[src/hdl/sspt_pkg.sv]
// Shared types, constants and helper functions for the shaft speed pulse timing block.
// No dependencies; every other file refers to this package by scoped names.
`timescale 1ns / 1ps

package sspt_pkg;

  // Field widths
  localparam int unsigned CLK_W      = 27;
  localparam int unsigned ANG_W      = 6;
  localparam int unsigned CNT_W      = 32;
  localparam int unsigned SPD_W      = 30;
  localparam int unsigned TMR_W      = 16;
  localparam int unsigned CFG_IDX_W  = 2;
  localparam int unsigned CFG_DATA_W = 27;

  // Divider datapath
  localparam int unsigned DIV_W  = 32;
  localparam int unsigned STEP_W = 5;

  typedef logic [CFG_IDX_W-1:0] cfg_idx_t;
  typedef logic [STEP_W-1:0]    step_t;

  // Configuration register indexes
  localparam cfg_idx_t CFG_CLOCK_HZ  = 2'd0;
  localparam cfg_idx_t CFG_ON_ANGLE  = 2'd1;
  localparam cfg_idx_t CFG_OFF_ANGLE = 2'd2;

  localparam logic [CLK_W-1:0] CLK_HZ_RESET = 27'd84000000;
  localparam logic [TMR_W-1:0] TIMER_FULL   = 16'hFFFF;

  // Speed quotient is below 2^30; prescale quotient (count / 65535) is below 2^17
  localparam step_t SPEED_STEPS    = 5'd30;
  localparam step_t PRESCALE_STEPS = 5'd17;

  // Request into the shared divider
  typedef struct packed {
    logic             start;
    step_t            steps;
    logic [DIV_W-1:0] dividend;
    logic [DIV_W-1:0] divisor;
  } div_req_t;

  // Status out of the shared divider
  typedef struct packed {
    logic             busy;
    logic             done;
    logic [DIV_W-1:0] quotient;
  } div_sts_t;

  // angle * 65535 / 45 = angle * 1456 + angle / 3, saturated at 65535
  function automatic logic [TMR_W-1:0] angle_ticks(input logic [ANG_W-1:0] angle);
    logic [16:0] whole;
    logic [4:0]  third;
    logic [17:0] sum;
    whole = 17'(angle) * 17'd1456;
    third = 5'((14'(angle) * 14'd171) >> 9);
    sum   = 18'(whole) + 18'(third);
    return (sum > 18'(TIMER_FULL)) ? TIMER_FULL : sum[TMR_W-1:0];
  endfunction

endpackage

[src/hdl/sspt_in_if.sv]
// Request channel into the block: one period count per request.
// Depends on sspt_pkg for the field width.
`timescale 1ns / 1ps

interface sspt_in_if;
  logic                            valid;
  logic                            ready;
  logic [sspt_pkg::CNT_W-1:0]      period_count;

  modport source (output valid, output period_count, input ready);
  modport sink   (input valid, input period_count, output ready);
endinterface

[src/hdl/sspt_out_if.sv]
// Result channel out of the block: speed and one-pulse timer settings.
// Depends on sspt_pkg for the field widths.
`timescale 1ns / 1ps

interface sspt_out_if;
  logic                            valid;
  logic                            ready;
  logic [sspt_pkg::SPD_W-1:0]      speed_rpm;
  logic [sspt_pkg::TMR_W-1:0]      prescale_value;
  logic [sspt_pkg::TMR_W-1:0]      pulse_width;
  logic [sspt_pkg::TMR_W-1:0]      pulse_period;

  modport source (output valid, output speed_rpm, output prescale_value,
                  output pulse_width, output pulse_period, input ready);
  modport sink   (input valid, input speed_rpm, input prescale_value,
                  input pulse_width, input pulse_period, output ready);
endinterface

[src/hdl/shaft_speed_pulse_timing.sv]
// Shaft speed from encoder period counts, with one-pulse timer settings.
// A new request is taken only once the previous one has left the emit state and the block is idle.
// The shared divider works out the speed first, in 30 steps, then the prescaler, in 17.
// A pending result waits in an output register while the next request is worked on.
// Reset (rst_n, synchronous, active low) restores the register defaults and clears the kept speed.
`timescale 1ns / 1ps

module shaft_speed_pulse_timing (
  input  logic                                clk,
  input  logic                                rst_n,
  sspt_in_if.sink                             in_chan,
  sspt_out_if.source                          out_chan,
  input  logic                                cfg_we,
  input  sspt_pkg::cfg_idx_t                  cfg_index,
  input  logic [sspt_pkg::CFG_DATA_W-1:0]     cfg_wdata
);

  typedef enum logic [3:0] {
    ST_IDLE  = 4'b0001,
    ST_SPEED = 4'b0010,
    ST_PRESC = 4'b0100,
    ST_EMIT  = 4'b1000
  } state_t;

  state_t                          state_r, state_nxt;
  logic [sspt_pkg::CLK_W-1:0]      clk_hz_r;
  logic [sspt_pkg::ANG_W-1:0]      on_ang_r;
  logic [sspt_pkg::ANG_W-1:0]      off_ang_r;
  logic [sspt_pkg::CNT_W-1:0]      cnt_r;
  logic [sspt_pkg::SPD_W-1:0]      spd_r;
  logic [sspt_pkg::TMR_W-1:0]      psc_r;
  logic [sspt_pkg::SPD_W-1:0]      last_r;
  logic                            out_valid_r, out_valid_nxt;
  logic [sspt_pkg::SPD_W-1:0]      out_spd_r;
  logic [sspt_pkg::TMR_W-1:0]      out_psc_r;
  logic [sspt_pkg::TMR_W-1:0]      out_pw_r;
  logic [sspt_pkg::TMR_W-1:0]      out_pp_r;

  sspt_pkg::div_req_t              div_req;
  sspt_pkg::div_sts_t              div_sts;

  logic                            accept;
  logic [30:0]                     num;
  logic [sspt_pkg::CNT_W-1:0]      dvs_sel;
  logic                            changed;
  logic                            out_free;
  logic                            emit_load;
  logic                            emit_leave;

  sspt_div u_div (
    .clk   (clk),
    .rst_n (rst_n),
    .req   (div_req),
    .sts   (div_sts)
  );

  // Take a request only when the sequencer is idle
  assign in_chan.ready = (state_r == ST_IDLE);
  assign accept        = in_chan.valid && in_chan.ready;

  // clock * 15 by shift and subtract; the factor 2 of the divisor folds into a halving
  always_comb begin
    num     = ({4'b0, clk_hz_r} << 4) - {4'b0, clk_hz_r};
    dvs_sel = (in_chan.period_count == '0) ? 32'd1 : in_chan.period_count;
  end

  // Drive the shared divider: speed first, prescale second
  always_comb begin
    div_req = '0;
    unique case (state_r)
      ST_IDLE: begin
        div_req.start    = accept;
        div_req.steps    = sspt_pkg::SPEED_STEPS;
        div_req.dividend = {2'b0, num[30:1]};
        div_req.divisor  = dvs_sel;
      end
      ST_SPEED: begin
        div_req.start    = div_sts.done;
        div_req.steps    = sspt_pkg::PRESCALE_STEPS;
        div_req.dividend = cnt_r;
        div_req.divisor  = {16'b0, sspt_pkg::TIMER_FULL};
      end
      default: begin
        div_req = '0;
      end
    endcase
  end

  // Emit only on a speed change, and only when the output register is free
  always_comb begin
    changed    = (spd_r != last_r);
    out_free   = !out_valid_r || out_chan.ready;
    emit_load  = (state_r == ST_EMIT) && changed && out_free;
    emit_leave = (state_r == ST_EMIT) && (!changed || out_free);
  end

  // Sequencer
  always_comb begin
    state_nxt = state_r;
    unique case (state_r)
      ST_IDLE:  if (accept) state_nxt = ST_SPEED;
      ST_SPEED: if (div_sts.done) state_nxt = ST_PRESC;
      ST_PRESC: if (div_sts.done) state_nxt = ST_EMIT;
      ST_EMIT:  if (emit_leave) state_nxt = ST_IDLE;
      default:  state_nxt = ST_IDLE;
    endcase
  end

  assign out_valid_nxt = emit_load || (out_valid_r && !out_chan.ready);

  // Control state and configuration registers
  always_ff @(posedge clk) begin
    if (!rst_n) begin
      state_r     <= ST_IDLE;
      out_valid_r <= 1'b0;
      last_r      <= '0;
      clk_hz_r    <= sspt_pkg::CLK_HZ_RESET;
      on_ang_r    <= '0;
      off_ang_r   <= '0;
    end else begin
      state_r     <= state_nxt;
      out_valid_r <= out_valid_nxt;
      if (emit_leave) begin
        last_r <= spd_r;
      end
      if (cfg_we) begin
        unique case (cfg_index)
          sspt_pkg::CFG_CLOCK_HZ:  clk_hz_r  <= cfg_wdata[sspt_pkg::CLK_W-1:0];
          sspt_pkg::CFG_ON_ANGLE:  on_ang_r  <= cfg_wdata[sspt_pkg::ANG_W-1:0];
          sspt_pkg::CFG_OFF_ANGLE: off_ang_r <= cfg_wdata[sspt_pkg::ANG_W-1:0];
          default: ;
        endcase
      end
    end
  end

  // Payload registers: hold the count, capture quotients, load the result
  always_ff @(posedge clk) begin
    if (accept) begin
      cnt_r <= in_chan.period_count;
    end
    if ((state_r == ST_SPEED) && div_sts.done) begin
      spd_r <= div_sts.quotient[sspt_pkg::SPD_W-1:0];
    end
    if ((state_r == ST_PRESC) && div_sts.done) begin
      psc_r <= div_sts.quotient[sspt_pkg::TMR_W-1:0] - 16'd1;
    end
    if (emit_load) begin
      out_spd_r <= spd_r;
      out_psc_r <= psc_r;
      out_pw_r  <= sspt_pkg::angle_ticks(on_ang_r);
      out_pp_r  <= sspt_pkg::angle_ticks(off_ang_r);
    end
  end

  assign out_chan.valid          = out_valid_r;
  assign out_chan.speed_rpm      = out_spd_r;
  assign out_chan.prescale_value = out_psc_r;
  assign out_chan.pulse_width    = out_pw_r;
  assign out_chan.pulse_period   = out_pp_r;

`ifndef NO_ASSERTIONS
  // The divider is never restarted mid-division
  assert property (@(posedge clk) disable iff (!rst_n) div_req.start |-> !div_sts.busy)
    else $error("divider started while busy");
  // A new request is taken only with the divider at rest
  assert property (@(posedge clk) disable iff (!rst_n) in_chan.ready |-> !div_sts.busy)
    else $error("ready while divider busy");
  // An emitted result carries the speed that was just kept
  assert property (@(posedge clk) disable iff (!rst_n)
    emit_load |=> (out_chan.valid && (out_chan.speed_rpm == last_r)))
    else $error("emitted speed differs from kept speed");
`endif

endmodule

[src/hdl/sspt_div.sv]
// Shared iterative restoring divider, one quotient bit per cycle.
// Depends on sspt_pkg for the request and status structs.
`timescale 1ns / 1ps

module sspt_div (
  input  logic               clk,
  input  logic               rst_n,
  input  sspt_pkg::div_req_t req,
  output sspt_pkg::div_sts_t sts
);

  logic                         busy_r, busy_nxt;
  logic                         done_r, done_nxt;
  sspt_pkg::step_t              cnt_r, cnt_nxt;
  logic [sspt_pkg::DIV_W-1:0]   rem_r, rem_nxt;
  logic [sspt_pkg::DIV_W-1:0]   quo_r, quo_nxt;
  logic [sspt_pkg::DIV_W-1:0]   dvs_r, dvs_nxt;
  logic [sspt_pkg::DIV_W:0]     trial;
  logic [sspt_pkg::DIV_W:0]     diff;
  logic                         fits;

  // Shift one dividend bit into the partial remainder and try the subtract
  always_comb begin
    trial = {rem_r, quo_r[sspt_pkg::DIV_W-1]};
    diff  = trial - {1'b0, dvs_r};
    fits  = (trial >= {1'b0, dvs_r});
  end

  // Load on start, else advance one step while busy
  always_comb begin
    busy_nxt = busy_r;
    done_nxt = 1'b0;
    cnt_nxt  = cnt_r;
    rem_nxt  = rem_r;
    quo_nxt  = quo_r;
    dvs_nxt  = dvs_r;
    if (req.start) begin
      busy_nxt = 1'b1;
      cnt_nxt  = req.steps;
      dvs_nxt  = req.divisor;
      rem_nxt  = req.dividend >> req.steps;
      quo_nxt  = req.dividend << (sspt_pkg::DIV_W - int'(req.steps));
    end else if (busy_r) begin
      rem_nxt = fits ? diff[sspt_pkg::DIV_W-1:0] : trial[sspt_pkg::DIV_W-1:0];
      quo_nxt = {quo_r[sspt_pkg::DIV_W-2:0], fits};
      cnt_nxt = cnt_r - 5'd1;
      if (cnt_r == 5'd1) begin
        busy_nxt = 1'b0;
        done_nxt = 1'b1;
      end
    end
  end

  always_ff @(posedge clk) begin
    if (!rst_n) begin
      busy_r <= 1'b0;
      done_r <= 1'b0;
      cnt_r  <= '0;
    end else begin
      busy_r <= busy_nxt;
      done_r <= done_nxt;
      cnt_r  <= cnt_nxt;
    end
  end

  // Datapath registers need no reset
  always_ff @(posedge clk) begin
    rem_r <= rem_nxt;
    quo_r <= quo_nxt;
    dvs_r <= dvs_nxt;
  end

  assign sts.busy     = busy_r;
  assign sts.done     = done_r;
  assign sts.quotient = quo_r;

`ifndef NO_ASSERTIONS
  // Partial remainder stays below the divisor through every step
  assert property (@(posedge clk) disable iff (!rst_n) busy_r |-> (rem_r < dvs_r))
    else $error("divider remainder reached the divisor");
  // Completion only after a running division, never while still running
  assert property (@(posedge clk) disable iff (!rst_n) done_r |-> (!busy_r && $past(busy_r)))
    else $error("divider done without a running division");
`endif

endmodule
[src/flat_wrapper.sv]
// flat-port wrapper written by rule: the top's interface ports become plain ports
module shaft_speed_pulse_timing_flat 
  (clk, rst_n, cfg_we, cfg_index, cfg_wdata, in_chan_valid, in_chan_period_count, in_chan_ready, out_chan_valid, out_chan_speed_rpm, out_chan_prescale_value, out_chan_pulse_width, out_chan_pulse_period, out_chan_ready);
  sspt_in_if in_chan_i ();
  sspt_out_if out_chan_i ();
  input  logic clk;
  input  logic rst_n;
  input  logic cfg_we;
  input  sspt_pkg::cfg_idx_t cfg_index;
  input  logic [sspt_pkg::CFG_DATA_W-1:0] cfg_wdata;
  input wire logic [$bits(in_chan_i.valid)-1:0] in_chan_valid;
  input wire logic [$bits(in_chan_i.period_count)-1:0] in_chan_period_count;
  output wire logic [$bits(in_chan_i.ready)-1:0] in_chan_ready;
  output wire logic [$bits(out_chan_i.valid)-1:0] out_chan_valid;
  output wire logic [$bits(out_chan_i.speed_rpm)-1:0] out_chan_speed_rpm;
  output wire logic [$bits(out_chan_i.prescale_value)-1:0] out_chan_prescale_value;
  output wire logic [$bits(out_chan_i.pulse_width)-1:0] out_chan_pulse_width;
  output wire logic [$bits(out_chan_i.pulse_period)-1:0] out_chan_pulse_period;
  input wire logic [$bits(out_chan_i.ready)-1:0] out_chan_ready;
  assign in_chan_i.valid = in_chan_valid;
  assign in_chan_i.period_count = in_chan_period_count;
  assign in_chan_ready = in_chan_i.ready;
  assign out_chan_valid = out_chan_i.valid;
  assign out_chan_speed_rpm = out_chan_i.speed_rpm;
  assign out_chan_prescale_value = out_chan_i.prescale_value;
  assign out_chan_pulse_width = out_chan_i.pulse_width;
  assign out_chan_pulse_period = out_chan_i.pulse_period;
  assign out_chan_i.ready = out_chan_ready;
  shaft_speed_pulse_timing u_core (.clk(clk), .rst_n(rst_n), .in_chan(in_chan_i), .out_chan(out_chan_i), .cfg_we(cfg_we), .cfg_index(cfg_index), .cfg_wdata(cfg_wdata));
endmodule
[config.mk]
export PLATFORM = sky130hd
export DESIGN_NAME = shaft_speed_pulse_timing_flat
export DESIGN_NICKNAME = d
export VERILOG_FILES = /design/src/hdl/sspt_pkg.sv /design/src/hdl/sspt_in_if.sv /design/src/hdl/sspt_out_if.sv /design/src/hdl/shaft_speed_pulse_timing.sv /design/src/hdl/sspt_div.sv /design/src/flat_wrapper.sv
export SDC_FILE = /design/constraint.sdc
export NUM_CORES = 1
export LEC_CHECK = 0
export BUFFER_PORTS_ARGS = -buffer_cell sky130_fd_sc_hd__buf_2
export CAP_MARGIN = 20
export CORE_UTILIZATION = 65
export DETAILED_ROUTE_END_ITERATION = 7
export PLACE_DENSITY_LB_ADDON = 0.08
export SLEW_MARGIN = 10
export SYNTH_ARGS = -nofsm -noshare
export SYNTH_HDL_FRONTEND = slang
export SYNTH_SLANG_ARGS = --single-unit
[constraint.sdc]
create_clock -name clk -period 8.8 [get_ports clk]
set_clock_uncertainty 0.2 [all_clocks]
set_input_delay 0.88 -clock clk [delete_from_list [all_inputs] [get_ports clk]]
set_output_delay 0.88 -clock clk [all_outputs]
set_load 0.01 [all_outputs]
==> qor.txt <==
Worst-Skew Late Latency: 0.55 ns
Worst-path clk slew: 0.06 ns
Critical path cell sequence: ha_1 > ha_1 > inv_1 > fa_1 > inv_1 > ha_1 > a21o_1 > a21o_1 > a21oi_1 > o21ai_0 > a21oi_1 > o21ai_0 > o21ai_0 > xnor2_1 > ha_1 > ha_1 > and3_1 > nand4b_1 > or4_4 > mux2i_4 > o21ai_0
DIE AREA: 32050 µm²
CTS hold repair buffers: 0
Worst hold margin: 0.2197 ns
DRT iter0 DRCs: 1579
Total global-route track usage: 33.65%
DRC violation count after routing: 27
Minimum clock period: 5.965 ns
Post-CTS Resized: 0
Dpl hpwl: 38620 µm
Setup bufs post-CTS: 0
Initial Util: 66.24%
Fin nets: 2379
Critical path peak fanout: 16
Status: finished, violations left
Sw frac: 34.49%
CTS H-tree lvls: 2
VDD IR-drop max: 0.2469 mV
Critical path startpoint category: register
Combinational power share: 32.7%
Number of global-route vias before repair: 15400
Violated checks: design-rule violations
FP Rows: 64
Static leakage: 9.893 nW
RSZ-0062 raised after global routing: false
DRT Pass-1 Iters: 8
Setup CP Type: register to register
TritonCTS clock tree: built
Final wirelength: 53250 µm
CP endpoint kind: register
Internal power: 3.504 mW
GP Congestion: 0.9480
Hold WC Path Type: register to register
Distinct cells, synth: 86
Remaining Overflow, GRT: 0
Critical-path top delay cell: or4_4
IO buf count: 145
Main synth FF type: edfxtp_1
Most used cell, CP: ha_1
Synth top area share: 37.15%
Share of layout cells above drive strength 1: 11.99%
Synth area leader: edfxtp_1
Slew HR: 31.92%
Commonest non-fill, non-tap cell in the layout: edfxtp_1
Flop pwr share: 38.6%
Max-cap violations: 0
WP data arrival: 6.03 ns
Worst r2r path cells: 21
Die width: 179.0 µm
Critical path launch point: u_core.on_ang_r[2]
Post-synth EDFFs: 252
Area contributors post-synth: edfxtp_1 37%, ha_1 9.2%, dfxtp_1 8.0%
Total number of vias: 16050
Hold Path Depth: 0
Max Freq: 167.6 MHz
FF-to-FF Start: u_core.on_ang_r[2]
Register area share after synthesis: 45.11%
Setup TNS: 0 ns
CP endpoint: u_core.out_chan.pulse_width[2]
Post-Syn Area per Cell: 10.11 µm²
Overall Power: 5.349 mW
Post-layout util: 73.66%
Root Buffer: clkbuf_16
Critical Path RT: 8.86 ns
Most frequent cells in the layout: 252 x edfxtp_1, 230 x nand2_1, 161 x inv_1
Die height: 179.0 µm
WL/cell: 20.76 µm
Async set or reset register ratio after synthesis: 0%
Worst-Margin Slew: 1.013 ns
First-pass GRT wire length: 83700 µm
Final max-slew violation count: 0
Largest net degree at the start of global routing: 80
Remaining antenna violation count after routing: 0
Slowest cell delay on critical path: 0.61 ns
Final Hold Violating Endpoints: 0
Sinks on Clock Net: 333
Setup violations, final: 0
Clock share of power: 28.7%
Mapped Cells: 2014
Worst R2R End: u_core.out_chan.pulse_width[2]
CTS max path bufs: 3
Area Growth Syn to Fin: 11.19%
Syn_nets: 2253
Ant diodes: 0
Core area: 30750 µm²
Psw: 1.845 mW
Synth warn: 0
Ports: 146
Fin crit share: 67.78%
Flops & latches, synth: 333
Total CTS buffers: 37
Post-synthesis cell area: 20370 µm²
Pwr Density: 236.2 nW/µm²
Via density: 6.257
Reg2Reg Setup Slack: 2.84 ns
Initial antenna violation count: 0
## cells in the mapped netlist, types with 54 or more instances
cell and n:
edfxtp_1 252, nand2_1 230, inv_1 161, ha_1 150, o21ai_0 95, nor2_1 94, a21oi_1 91, dfxtp_1 81
xnor2_1 71, mux2i_1 61, xor2_1 60, clkbuf_1 54
## worst max-delay path: cells and delay by family (launching register included)
kind | cells | cell delay (ns)
flops | 1 | 0.39
xor+xnor | 1 | 0.14
buf+inv | 2 | 0.12
fa+ha+maj | 6 | 1.97
mux | 1 | 0.38
simple gates | 3 | 1.03
compound gates | 8 | 1.47
## cells by family after synthesis
family / after synthesis / share of synthesized area (%)
simple gates: 623 / 15.19
compound gates: 451 / 14.69
flops: 333 / 45.11
buf+inv: 238 / 4.607
fa+ha+maj: 173 / 11.47
xor+xnor: 132 / 5.713
mux: 64 / 3.219
## sequential cells by signal (all words and copies together), names as in the netlist, 27 cells and up
register and flops:
u_core.clk_hz_r 27, u_core.cnt_r 32, u_core.last_r 30, u_core.out_chan.speed_rpm 30
u_core.spd_r 30, u_core.u_div.dvs_r 32, u_core.u_div.quo_r 32, u_core.u_div.rem_r 32
## layout make-up
class                   count  area, µm²
well taps                 396      495.5
fillers                  2145       8100
clock buffers              53       1026
repair buffers            162      853.3
multi-input cells        1443      10290
inverters                 163      611.8
flip-flops and latches    333       9189
clock inverters            15      183.9
## power groups by stage
stage	Sequential, mW	Clock (mW)	Combinational, mW
after detailed placement	2.09	0	1.70
after CTS	2.06	1.55	1.71
final	2.06	1.54	1.75
after floorplan	2.04	0	1.32
after global routing	2.08	1.61	1.91
after global placement	2.08	0	1.65
## worst min-delay path by stage
stage                                from                           endpoint  slack, ns
after CTS                 u_core.psc_r[3]  u_core.out_chan.prescale_value[3]       0.22
after floorplan           u_core.psc_r[0]  u_core.out_chan.prescale_value[0]       0.20
after global routing      u_core.psc_r[3]  u_core.out_chan.prescale_value[3]       0.23
after detailed placement  u_core.psc_r[8]  u_core.out_chan.prescale_value[8]       0.20
after global placement    u_core.psc_r[6]  u_core.out_chan.prescale_value[6]       0.20
final                     u_core.psc_r[8]  u_core.out_chan.prescale_value[8]       0.22
## per-stage QoR
stage	instance area (µm²)	cells	setup slack (ns)
after CTS	22640	2564	2.555
after global placement	21430	2496	2.981
after floorplan	20370	2014	3.470
after global routing	22650	2565	2.413
final	22650	2565	2.835
after detailed placement	21430	2496	2.572
## layer usage
| layer | share of wire, % | vias to the layer above | routed length (µm) | global-route usage, % |
|---|---|---|---|---|
| li1 | - | 7536 | - | - |
| met1 | 42 | 7642 | 22190 | 45.16 |
| met2 | 48 | 749 | 25450 | 55.34 |
| met3 | 7.3 | 122 | 3890 | 4.771 |
| met4 | 3.2 | 0 | 1720 | 12.43 |
| met5 | 0 | - | 0 | 0 |
Note: power is estimated with default switching activity, not from simulation.
